`config.mk`:
```
export PLATFORM = sky130hd
export DESIGN_NAME = psl_sieve
export DESIGN_NICKNAME = d
export VERILOG_FILES = /design/src/hdl/psl_pkg.sv /design/src/hdl/psl_sieve.sv
export SDC_FILE = /design/constraint.sdc
export NUM_CORES = 1
export LEC_CHECK = 0
export BUFFER_PORTS_ARGS = -buffer_cell sky130_fd_sc_hd__buf_2
export CAP_MARGIN = 10
export CELL_PAD_IN_SITES_DETAIL_PLACEMENT = 1
export CELL_PAD_IN_SITES_GLOBAL_PLACEMENT = 2
export CORE_UTILIZATION = 39
export CTS_BUF_LIST = sky130_fd_sc_hd__clkbuf_4
export DETAILED_ROUTE_END_ITERATION = 10
export GPL_TIMING_DRIVEN = 0
export MAX_ROUTING_LAYER = met4
export PLACE_DENSITY_LB_ADDON = 0.1
export SLEW_MARGIN = 15
export SYNTH_ARGS = -nofsm -noshare
export SYNTH_HDL_FRONTEND = slang
export SYNTH_SLANG_ARGS = --single-unit
```
`constraint.sdc`:
```
create_clock -name clk -period 5 [get_ports clk]
set_clock_uncertainty 0.15 [all_clocks]
set_input_delay 1.25 -clock clk [delete_from_list [all_inputs] [get_ports clk]]
set_output_delay 1.25 -clock clk [all_outputs]
set_load 0.005 [all_outputs]
```
`src/hdl/psl_pkg.sv`:
```
package psl_pkg;

	// Stream payload widths
	localparam int NUMBER_W = 18;
	localparam int S_DATA_W = 24;
	localparam int M_DATA_W = 8;

	// Sieve builder phases
	typedef enum logic [2:0] {
		S_CLEAR,
		S_BASE_RD,
		S_BASE_CHK,
		S_MARK,
		S_DONE
	} sieve_state_t;

endpackage

```
`src/hdl/psl_sieve.sv`:
```
module psl_sieve #(
	parameter int LIMIT  = 262144,
	parameter int BIT_W  = 6,
	parameter int DEPTH  = 2048,
	parameter int ADDR_W = 11
) (
	input  logic                    clk,
	input  logic                    arst_n,
	output logic                    done,
	output logic                    rd_en,
	output logic [ADDR_W-1:0]       rd_addr,
	input  logic [(1<<BIT_W)-1:0]   rd_data,
	output logic                    wr_en,
	output logic [ADDR_W-1:0]       wr_addr,
	output logic [(1<<BIT_W)-1:0]   wr_data
);
	import psl_pkg::*;

	localparam int WB    = 1 << BIT_W;
	localparam int CNT_W = $clog2(LIMIT) + 1;

	sieve_state_t state_q, state_d;

	logic [ADDR_W-1:0] clr_q, clr_d;
	logic [CNT_W-1:0]  b_q, b_d;
	logic [CNT_W-1:0]  sq_q, sq_d;
	logic [CNT_W-1:0]  step_q, step_d;
	logic [CNT_W-1:0]  m_q, m_d;

	logic              mark_c;
	logic [BIT_W-1:0]  rd_bit_c;
	logic              mark_v_s1;
	logic [ADDR_W-1:0] rd_addr_s1;
	logic [BIT_W-1:0]  rd_bit_s1;

	logic              wl_v_q;
	logic [ADDR_W-1:0] wl_addr_q;
	logic [WB-1:0]     wl_data_q;
	logic [WB-1:0]     rd_eff;

	// Word address of an odd value: bit (v >> 1) % WB of word (v >> 1) / WB
	function automatic logic [ADDR_W-1:0] word_of(input logic [CNT_W-1:0] v);
		logic [CNT_W-1:0] w;
		w = v >> (BIT_W + 1);
		return w[ADDR_W-1:0];
	endfunction

	// Forward the last write over a stale read of the same word
	assign rd_eff = (wl_v_q && wl_addr_q == rd_addr_s1) ? wl_data_q : rd_data;

	assign done = (state_q == S_DONE);

	// Sequencer: clear sweep, base test, multiple marking
	always_comb begin
		state_d  = state_q;
		clr_d    = clr_q;
		b_d      = b_q;
		sq_d     = sq_q;
		step_d   = step_q;
		m_d      = m_q;
		rd_en    = 1'b0;
		rd_addr  = '0;
		rd_bit_c = '0;
		mark_c   = 1'b0;
		case (state_q)
			S_CLEAR: begin
				if (clr_q == ADDR_W'(DEPTH - 1)) begin
					state_d = S_BASE_RD;
				end else begin
					clr_d = clr_q + 1'b1;
				end
			end
			S_BASE_RD: begin
				if (sq_q >= CNT_W'(LIMIT)) begin
					state_d = S_DONE;
				end else begin
					rd_en    = 1'b1;
					rd_addr  = word_of(b_q);
					rd_bit_c = b_q[BIT_W:1];
					state_d  = S_BASE_CHK;
				end
			end
			S_BASE_CHK: begin
				if (rd_eff[rd_bit_s1]) begin
					b_d     = b_q + CNT_W'(2);
					sq_d    = sq_q + (step_q << 1) + CNT_W'(4);
					step_d  = step_q + CNT_W'(4);
					state_d = S_BASE_RD;
				end else begin
					m_d     = sq_q;
					state_d = S_MARK;
				end
			end
			S_MARK: begin
				if (m_q < CNT_W'(LIMIT)) begin
					rd_en    = 1'b1;
					rd_addr  = word_of(m_q);
					rd_bit_c = m_q[BIT_W:1];
					mark_c   = 1'b1;
					m_d      = m_q + step_q;
				end else begin
					b_d     = b_q + CNT_W'(2);
					sq_d    = sq_q + (step_q << 1) + CNT_W'(4);
					step_d  = step_q + CNT_W'(4);
					state_d = S_BASE_RD;
				end
			end
			S_DONE: begin
			end
			default: begin
				state_d = S_DONE;
			end
		endcase
	end

	// Write port: mark modify-write, else clear sweep
	always_comb begin
		wr_en   = 1'b0;
		wr_addr = clr_q;
		wr_data = '0;
		if (mark_v_s1) begin
			wr_en   = 1'b1;
			wr_addr = rd_addr_s1;
			wr_data = rd_eff | (WB'(1) << rd_bit_s1);
		end else if (state_q == S_CLEAR) begin
			wr_en = 1'b1;
		end
	end

	// Control registers
	always_ff @(posedge clk or negedge arst_n) begin
		if (!arst_n) begin
			state_q   <= S_CLEAR;
			clr_q     <= '0;
			b_q       <= CNT_W'(3);
			sq_q      <= CNT_W'(9);
			step_q    <= CNT_W'(6);
			m_q       <= '0;
			mark_v_s1 <= 1'b0;
			wl_v_q    <= 1'b0;
		end else begin
			state_q   <= state_d;
			clr_q     <= clr_d;
			b_q       <= b_d;
			sq_q      <= sq_d;
			step_q    <= step_d;
			m_q       <= m_d;
			mark_v_s1 <= mark_c;
			if (wr_en) begin
				wl_v_q <= 1'b1;
			end
		end
	end

	// Read-side and last-write payload
	always_ff @(posedge clk) begin
		if (rd_en) begin
			rd_addr_s1 <= rd_addr;
			rd_bit_s1  <= rd_bit_c;
		end
		if (wr_en) begin
			wl_addr_q <= wr_addr;
			wl_data_q <= wr_data;
		end
	end

`ifndef SYNTHESIS
	a_done_sticky: assert property (@(posedge clk) disable iff (!arst_n)
		done |=> done)
		else $error("sieve left done");

	a_no_mark_in_clear: assert property (@(posedge clk) disable iff (!arst_n)
		(state_q == S_CLEAR) |-> !mark_v_s1)
		else $error("mark write during clear sweep");

	a_mark_addr_range: assert property (@(posedge clk) disable iff (!arst_n)
		mark_v_s1 |-> (rd_addr_s1 <= ADDR_W'(DEPTH - 1)))
		else $error("mark write beyond map");
`endif

endmodule

```
==> results by group, run 1 <==
Floorplanning
  • Core region area: 28100 µm²
  • Die Area: 29500 µm²
  • Die W: 172 µm
  • Ports: 155
  • Die H: 172 µm
  • Starting Density: 40.0%
  • Row count: 61

Yosys
  • Ys flop type: edfxtp_1
  • Largest family of logic cells by synthesized area: multiplexers
  • Synth Area in Compound Gates: 12.3%
  • Multiplexer share of the synthesized area: 15.5%
  • Top-area cell type share of the netlist area: 24.6%
  • Synth Warn #: 0
  • Synth Net Count: 1147
  • Post-synth EDFFs: 92
  • Mapped Cells: 1031
  • Post-synthesis xor/xnor area fraction: 6.16%
  • Adder and majority gate portion of the synthesized area: 5.70%
  • Yosys cell types: 64
  • Seq cells post-synth: 176
  • Commonest cells in the netlist: 121 x nand2_1, 92 x edfxtp_1, 81 x dfrtp_1
  • Cell Area, Synth: 11200 µm²
  • Post-synth top area cell: edfxtp_1
  • Synth Area in Simple Gates: 14.3%
  • Mean Syn Cell Area: 10.9 µm²
  • Sequential share of the synthesized area: 43.3%
  • Most common cell in the netlist: nand2_1
  • Top cells by area, synth: edfxtp_1 25%, dfrtp_1 18%, mux2i_1 5.7%, ha_1 5.3%, mux4_2 4.8%
  • Synth async-reset ratio: 47.7%

Setup path
  • Cell Chain, Critical Path: xnor2_1, nand4_1, nor3_4, buf_4, clkdlybuf4s18_2, mux2i_1, a21boi_0, buf_2
  • Crit-path max FO: 10
  • Critical path's slowest cell: clkdlybuf4s18_2
  • Worst stage delay on the critical path: 0.52 ns
  • Worst EP required: 3.60 ns
  • CP startpoint kind: flop
  • Worst path arrival time: 3.44 ns
  • Crit path kind: flop to primary output
  • CP Capture Type: primary output

Timing
  • Final setup violation count: 0
  • Fmax achieved: 206 MHz
  • Worst Max-Slew Pin Slew: 1.05 ns
  • Fin crit share: 96.9%
  • Final Slew Violations: 0
  • Max-slew headroom: 29.9%
  • Final hold vios: 0
  • Minimum clock period: 4.84 ns
  • RSZ-0062 raised after global routing: false

Power and ir drop
  • Cell Pwr Density: 579 nW/µm²
  • Max IR drop VDD: 0.000320 V
  • Design Power: 0.00748 W
  • Static Leak: 5.52 nW

GRT
  • Vias in the first global route: 9295
  • Global-route wire length before repair: 56200 µm
  • GRT Total Usage: 26.6%
  • Initial antenna violation count: 1
  • Gr ovfl total: 0
  • Pin count of the biggest net entering global routing: 55

Layout
  • Layout cells sized above 1: 23.9%
  • Area grow syn2layout: 15.1%
  • Post-layout util: 46.0%
  • Cell area after layout: 12900 µm²
  • Layout Nets: 1324

Placement
  • Placed inst area: 12500 µm²
  • Port bufs: 154
  • GP Congestion: 0.895
  • Post-DP HPWL: 28600 µm

Outcome
  • Status: complete, no violations

CTS
  • Longest Clk Path Bufs: 2
  • Total CTS buffers: 17
  • Post-CTS Hold Fix Bufs: 0
  • CTS tree: yes
  • Clk_lat worst skew: 0.64 ns
  • Reg clk slew, reported paths: 0.18 ns
  • Clk root buf: clkbuf_4
  • Htree depth: 4
  • Clk sinks: 176

Detailed routing
  • Routed length per instance: 23.2 µm
  • WL final: 37100 µm
  • Avg Vias per Cell: 5.69
  • DRT Pass-1 Iters: 5
  • Post-route DRC: 0
  • Via count: 9099
  • Post-route ant nets: 0
  • DRT iter0 DRCs: 538

Job
  • Max Cap Violations: 0

Worst hold path
  • Worst hold path type: flop to flop
## routing by layer
layer / routed length (µm) / global-route usage, %
met1: 16400 / 33.3
met2: 18300 / 44.3
met3: 1540 / 3.38
met4: 946 / 8.85
met5: 0 / -
## where the power goes
group	switching, W	internal, W
Clock	0.000619	0.000280
Sequential	0.000396	0.00228
Combinational	0.00243	0.00147
Total	0.00345	0.00404
## area by class of cell
cell class,count,area (µm²)
Fill cell,3202,15200
Clock buffer,18,135
Tap cell,378,473
Sequential cell,176,4870
Antenna cell,1,2.50
Buffer,51,255
Clock inverter,14,166
Inverter,21,78.8
Multi-Input combinational cell,783,6110
Timing Repair Buffer,158,836
## flip-flops by register name, summed over array words and instances, names as in the netlist
name        cells
wl_data_q      64
m_q            18
b_q            17
step_q         17
sq_q           16
clr_q          11
rd_addr_s1     11
wl_addr_q      11
rd_bit_s1       6
state_q         3
mark_v_s1       1
wl_v_q          1
## repair_timing
item / 4_1_cts / 5_1_grt
buffers inserted: 1 / 1
setup endpoints to repair: 100 / 76
pin swaps: 1 / 1
gates resized for setup: 19 / 20
## kinds of logic (layout without fill, tap and decap cells)
group | Yosys count | after routing
simple gates | 324 | 324
compound gates | 192 | 192
flops | 176 | 176
mux | 138 | 138
xor+xnor | 79 | 79
buf+inv | 72 | 262
fa+ha+maj | 50 | 50
other cells | 0 | 1
## cells in the final DEF, fill, tap and decap left out, types with 13 or more instances in the layout
cell / synthesis / routed
a22o_1: 16 / 16
nor2_1: 43 / 41
nor3_1: 37 / 37
ha_1: 48 / 48
nand2_1: 121 / 121
a21oi_1: 18 / 18
mux2_1: 15 / 15
mux2i_1: 64 / 64
nand4_1: 21 / 21
clkbuf_4: 0 / 22
xor2_1: 46 / 46
inv_1: 20 / 20
xnor2_1: 33 / 31
dfrtp_1: 81 / 81
nand3_1: 17 / 16
and3_1: 16 / 16
a21boi_0: 58 / 51
buf_2: 3 / 155
nor4_1: 13 / 13
mux4_2: 24 / 24
clkbuf_1: 38 / 29
edfxtp_1: 92 / 92
mux2_2: 35 / 35
o21ai_0: 26 / 26
## per-stage QoR
step | hold slack [ns] | worst slack (ns) | TNS, ns | instances
6_report | 0.329 | 0.157 | 0 | 1600
5_1_grt | 0.338 | 0.0113 | 0 | 1600
4_1_cts | 0.333 | 0.000324 | 0 | 1598
3_5_place_dp | 0.313 | -0.656 | -18.85 | 1565
3_3_place_gp | 0.307 | -0.640 | -17.58 | 1563
2_1_floorplan | 0.292 | 0.973 | 0 | 1031
## critical path, delay by kind of cell, from the launching register on
kind / cells / cell delay [ns]
compound gates: 1 / 0.43
xor+xnor: 1 / 0.28
buf+inv: 3 / 0.98
flops: 1 / 0.44
mux: 1 / 0.13
simple gates: 2 / 0.52
## final timing paths
check,startpoint,to,slack [ns],depth (start not counted)
min in group asynchronous,arst_n,clr_q[9],0.38,1
setup / recovery,rd_addr_s1[2],wr_data[21],0.16,8
hold reg to reg,b_q[17],b_q[17],0.33,1
max in group asynchronous,arst_n,step_q[2],3.63,2
setup reg to reg,rd_addr_s1[2],step_q[12],0.23,12
hold / removal,b_q[17],b_q[17],0.33,1
(Power assumes the default switching activity.)
==> run 2, diff against run 1 <==
--- a/config.mk
+++ b/config.mk
@@ -5,11 +5,12 @@
 export SDC_FILE = /design/constraint.sdc
 export NUM_CORES = 1
 export LEC_CHECK = 0
+export ABC_AREA = 1
 export BUFFER_PORTS_ARGS = -buffer_cell sky130_fd_sc_hd__buf_2
 export CAP_MARGIN = 10
 export CELL_PAD_IN_SITES_DETAIL_PLACEMENT = 1
 export CELL_PAD_IN_SITES_GLOBAL_PLACEMENT = 2
-export CORE_UTILIZATION = 39
+export CORE_UTILIZATION = 35
 export CTS_BUF_LIST = sky130_fd_sc_hd__clkbuf_4
 export DETAILED_ROUTE_END_ITERATION = 10
 export GPL_TIMING_DRIVEN = 0
==> results by group, run 2 <==
Worst hold path
  • Hold path depth: 1
  • HP Start: wl_v_q
  • Hold EP: wl_v_q
  • Worst hold path type: flop to flop

GRT
  • Routing usage on met3: 4.07%
  • Grt peak-use layer: met2
  • Global-route wire length before repair: 69700 µm
  • Initial antenna violation count: 1
  • Pin count of the biggest net entering global routing: 45
  • GRT Total Usage: 28.4%
  • Gr ovfl total: 0
  • Met2 Track Usage GR: 48.2%
  • Vias in the first global route: 11700
  • Met1 Usage GRT: 34.2%

Detailed routing
  • Via count: 11400
  • Avg Vias per Cell: 5.19
  • Post-route DRC: 0
  • WL final: 45500 µm
  • DRT iter0 DRCs: 644
  • DRT Pass-1 Iters: 5
  • Post-route ant nets: 0
  • Routed length per instance: 20.7 µm

Layout
  • Layout cells sized above 1: 13.1%
  • Layout Nets: 1857
  • Layout fillers: 4197
  • Area grow syn2layout: 15.1%
  • Biggest regs: wl_data_q x64, m_q x18
  • Multi-input logic area: 5850 µm²
  • Max reg flops: 64
  • Commonest non-fill, non-tap cell in the layout: nand2_1
  • Register name with the most flops: wl_data_q
  • Cell area after layout: 13500 µm²
  • Commonest cells after routing, fill and taps aside: 434 x nand2_1, 256 x nand3_1, 178 x inv_1
  • FF+latch area: 4870 µm²

Setup path
  • Crit path kind: flop to primary output
  • CP bufs+invs: 3
  • R2R Setup Slk: 1.00 ns
  • Crit-path max FO: 10
  • FF-to-FF path depth: 20
  • Reg-to-Reg End: step_q[5]
  • Worst stage delay on the critical path: 0.54 ns
  • CP top delay family: simple AND/OR/NAND/NOR gates
  • CP startpoint kind: flop
  • Cell Chain, Critical Path: nand2_1, nand2_1, nor2_1, nand2_1, nor2_4, nand2_2, clkbuf_1, nand2_1, nand2_1, o21ai_0, inv_1, buf_2
  • Worst path arrival time: 3.34 ns
  • Worst EP required: 3.60 ns
  • Critical path's slowest cell: edfxtp_1
  • Critical path's most frequent cell: nand2_1
  • RR Startpoint: rd_addr_s1[6]
  • CP Capture Type: primary output

Yosys
  • Ys flop type: edfxtp_1
  • Top-area cell type share of the netlist area: 23.6%
  • Top cells by area, synth: edfxtp_1 24%, dfrtp_1 17%, nand2_1 14%, nand3_1 11%, inv_1 5.7%
  • Mapped Cells: 1566
  • Synth Net Count: 1682
  • Sequential share of the synthesized area: 41.6%
  • Most common cell in the netlist: nand2_1
  • Seq cells post-synth: 176
  • Post-synth EDFFs: 92
  • Commonest cells in the netlist: 435 x nand2_1, 256 x nand3_1, 179 x inv_1
  • Mean Syn Cell Area: 7.47 µm²
  • Yosys cell types: 37
  • Cell Area, Synth: 11700 µm²
  • Synth async-reset ratio: 47.7%
  • Synth Warn #: 0
  • Post-synth top area cell: edfxtp_1

Floorplanning
  • Die Area: 34200 µm²
  • Ports: 155
  • Die H: 185 µm
  • Die W: 185 µm
  • Starting Density: 35.8%
  • Row count: 66
  • Core region area: 32700 µm²

Placement
  • Port bufs: 154
  • GP Congestion: 0.904
  • Post-DP HPWL: 35300 µm
  • Placed inst area: 13100 µm²

CTS
  • Clk_lat worst skew: 0.67 ns
  • Post-CTS Hold Fix Bufs: 0
  • CTS tree: yes
  • Postcts setup bufs: 0
  • Clk sinks: 176
  • Reg clk slew, reported paths: 0.18 ns
  • Htree depth: 4
  • Clk root buf: clkbuf_4
  • Total CTS buffers: 17
  • Longest Clk Path Bufs: 2

Timing
  • Worst Max-Slew Pin Slew: 0.807 ns
  • Final Slew Violations: 0
  • WHS: 0.337 ns
  • Final setup violation count: 0
  • Minimum clock period: 4.74 ns
  • RSZ-0062 raised after global routing: false
  • Final hold vios: 0
  • Max-slew headroom: 46.2%
  • Fin crit share: 94.8%
  • Fmax achieved: 211 MHz

Power and ir drop
  • Cell Pwr Density: 598 nW/µm²
  • Static Leak: 6.74 nW
  • Max IR drop VDD: 0.000206 V

Job
  • Max Cap Violations: 0

Outcome
  • Status: complete, no violations
run 2: cells by family after synthesis:
kind of cell	share of synthesized area, %
xor+xnor	4.57
flops	41.6
buf+inv	8.50
compound gates	9.08
simple gates	30.8
fa+ha+maj	5.48
run 2: per-layer routing:
metal	share of wire [%]	vias to the layer above	routed length (µm)
met4	3.3	0	1490
met1	44	5518	19900
met5	0	-	0
li1	-	5558	-
met2	49	266	22300
met3	4.1	66	1870
run 2: how the worst max path moves through the flow:
stage / startpoint / cells after the start / end / slack (ns)
6_report: rd_addr_s1[6] / 12 / wr_data[13] / 0.26
5_1_grt: rd_addr_s1[6] / 12 / wr_data[13] / 0.09
4_1_cts: rd_bit_s1[0] / 8 / wr_data[18] / 0.09
3_5_place_dp: rd_bit_s1[0] / 8 / wr_data[18] / 0.50
3_3_place_gp: mark_v_s1 / 4 / wr_en / -0.19
2_1_floorplan: state_q[2] / 3 / wr_en / 1.37
run 2: layout make-up:
type                            instances  area share, %
Buffer                                 72           2.29
Inverter                              183           5.12
Clock inverter                         15           1.80
Timing Repair Buffer                  156           6.10
Antenna cell                            1         0.0186
Sequential cell                       176           36.2
Clock buffer                           17          0.948
Tap cell                              442           4.11
Multi-Input combinational cell       1135           43.5
run 2: timing repair:
item	in CTS	in global routing
gates resized for setup	2	3
setup endpoints to repair	15	10
pin swaps	0	0
endpoints found under the hold margin	0	0
run 2: power breakdown:
group,internal [W],switching [W]
Sequential,0.00219,0.000383
Clock,0.000296,0.000681
Combinational,0.00144,0.00306
Total,0.00393,0.00413
run 2: metrics by stage:
step,worst slack [ns],util [%],setup TNS [ns],power [W],instances
6_report,0.262,41.2,0,0.00806,2197
3_3_place_gp,-0.193,39.8,-0.193,0.00699,2162
5_1_grt,0.0861,41.2,0,0.00875,2197
2_1_floorplan,1.37,-,0,0.00538,1566
4_1_cts,0.0912,41.1,0,0.00809,2196
3_5_place_dp,0.496,40.0,0,0.00709,2164
==> run 3, diff against run 2 <==
--- a/config.mk
+++ b/config.mk
@@ -16,6 +16,7 @@
 export GPL_TIMING_DRIVEN = 0
 export MAX_ROUTING_LAYER = met4
 export PLACE_DENSITY_LB_ADDON = 0.1
+export SKIP_LAST_GASP = 1
 export SLEW_MARGIN = 15
 export SYNTH_ARGS = -nofsm -noshare
 export SYNTH_HDL_FRONTEND = slang
==> constraint.sdc (replaced) <==
create_clock -name clk -period 5.4 [get_ports clk]
set_clock_uncertainty 0.15 [all_clocks]
set_input_delay 1.35 -clock clk [delete_from_list [all_inputs] [get_ports clk]]
set_output_delay 1.35 -clock clk [all_outputs]
set_load 0.005 [all_outputs]
==> results by group, run 3 (synthesis gave the netlist of run 2 again) <==
Outcome
  • Status: complete, no violations

GRT
  • Met2 Track Usage GR: 48.2%
  • Grt peak-use layer: met2
  • Pin count of the biggest net entering global routing: 45
  • GRT Total Usage: 28.4%
  • Routing usage on met3: 4.07%
  • Initial antenna violation count: 1
  • Met1 Usage GRT: 34.2%
  • Vias in the first global route: 11700
  • Global-route wire length before repair: 69600 µm
  • Gr ovfl total: 0

Layout
  • Biggest regs: wl_data_q x64, m_q x18
  • Layout cells sized above 1: 13.0%
  • Layout Nets: 1857
  • Finished Layout Cells: 2197
  • Layout fillers: 4196
  • Max reg flops: 64
  • Commonest cells after routing, fill and taps aside: 434 x nand2_1, 256 x nand3_1, 178 x inv_1
  • Area grow syn2layout: 15.0%
  • Register name with the most flops: wl_data_q
  • Commonest non-fill, non-tap cell in the layout: nand2_1
  • Post-layout util: 41.1%

Power and ir drop
  • Max IR drop VDD: 0.000189 V
  • Combinational share of power: 55.9%
  • Seq pwr share: 31.9%
  • Static Leak: 6.73 nW
  • Clk pwr share: 12.1%
  • Cell Pwr Density: 554 nW/µm²
  • P_sw: 0.00381 W
  • Pint: 0.00363 W
  • Sw Share: 51.2%

Job
  • Max Cap Violations: 0

Detailed routing
  • WL final: 45500 µm
  • Post-route DRC: 0
  • DRT iter0 DRCs: 649
  • Routed length per instance: 20.7 µm
  • DRT Pass-1 Iters: 5
  • Post-route ant nets: 0
  • Via count: 11400
  • Avg Vias per Cell: 5.21

Timing
  • WHS: 0.337 ns
  • Post-route setup TNS: 0 ns
  • Fin crit share: 92.3%
  • Minimum clock period: 4.98 ns
  • Worst Max-Slew Pin Slew: 1.06 ns
  • RSZ-0062 raised after global routing: false
  • Final Slew Violations: 0
  • Fmax achieved: 201 MHz
  • Final setup violation count: 0
  • Max-slew headroom: 28.8%
  • Final hold vios: 0

CTS
  • Reg clk slew, reported paths: 0.20 ns
  • Postcts setup bufs: 0
  • Htree depth: 4
  • Post-CTS Hold Fix Bufs: 0
  • Clk root buf: clkbuf_4
  • Clk_lat worst skew: 0.67 ns
  • Total CTS buffers: 17
  • Clk sinks: 176
  • Longest Clk Path Bufs: 2
  • Cts repair resizes: 1
  • CTS tree: yes

Setup path
  • Crit-path max FO: 10
  • R2R Setup Slk: 1.41 ns
  • Critical path's slowest cell: nor2_2
  • Worst stage delay on the critical path: 0.57 ns
  • Worst EP required: 3.90 ns
  • Cell Chain, Critical Path: nor2_2, clkinv_1, nor2_1, nand3_1, o211ai_1, nand2_1, inv_1, buf_2
  • CP Capture Type: primary output
  • CP startpoint kind: flop
  • Crit path kind: flop to primary output
  • Worst path arrival time: 3.48 ns

Floorplanning
  • Die H: 185 µm
  • Core region area: 32700 µm²
  • Starting Density: 35.8%
  • Row count: 66
  • Ports: 155
  • Die Area: 34200 µm²
  • Die W: 185 µm

Placement
  • Port bufs: 154
  • Post-DP HPWL: 35300 µm
  • Placed Cells: 2164
  • GP Congestion: 0.904

Worst hold path
  • Worst hold path type: flop to flop
## run 3: cell count changes in the layout (fill, tap and decap cells not counted)
cell	previous run	this run
nor2_1	89	91
nor2_2	2	1
nor2_4	3	2
## run 3: per-stage QoR
step / instance area, µm² / setup slack [ns] / power [W]
detailed placement: 13100 / 0.796 / 0.00657
global placement: 13000 / 0.107 / 0.00647
CTS: 13400 / 0.269 / 0.00749
floorplan: 11700 / 1.67 / 0.00498
global route: 13500 / 0.179 / 0.00810
finish: 13500 / 0.417 / 0.00745
## run 3: worst max-delay path: cells and delay by family (launching register included)
kind | cells | cell delay, ns
AND/OR/NAND/NOR | 4 | 1.38
AO/OA/AOI/OAI | 1 | 0.24
flip-flops | 1 | 0.50
buffers and inverters | 3 | 0.69
## run 3: final timing paths
| kind | to | cells after the start | start |
|---|---|---|---|
| hold / removal | wl_v_q | 1 | wl_v_q |
| min in group asynchronous | clr_q[1] | 1 | arst_n |
| max in group asynchronous | step_q[2] | 2 | arst_n |
| setup / recovery | wr_data[18] | 8 | rd_bit_s1[0] |
| setup reg to reg | step_q[5] | 20 | rd_addr_s1[6] |
| hold reg to reg | wl_v_q | 1 | wl_v_q |
## run 3: routing by layer
layer	vias to the layer above	routed length (µm)
met5	-	0
li1	5555	-
met4	0	1510
met2	267	22400
met3	68	1920
met1	5551	19700
## run 3: power by group through the flow
stage | clock network (W) | logic [W] | registers [W]
after floorplan | 0 | 0.00272 | 0.00226
after global placement | 0 | 0.00406 | 0.00241
after detailed placement | 0 | 0.00416 | 0.00241
after CTS | 0.000927 | 0.00418 | 0.00238
after global routing | 0.000969 | 0.00470 | 0.00243
final | 0.000903 | 0.00417 | 0.00238
## run 3: final cells by class
class | instances | area [µm²] | share of cell area, %
Tap cell | 442 | 553 | 4.11
Clock buffer | 17 | 128 | 0.949
Inverter | 183 | 689 | 5.12
Buffer | 72 | 308 | 2.29
Timing Repair Buffer | 156 | 821 | 6.10
Sequential cell | 176 | 4870 | 36.2
Antenna cell | 1 | 2.50 | 0.0186
Clock inverter | 15 | 243 | 1.80
Multi-Input combinational cell | 1135 | 5840 | 43.4
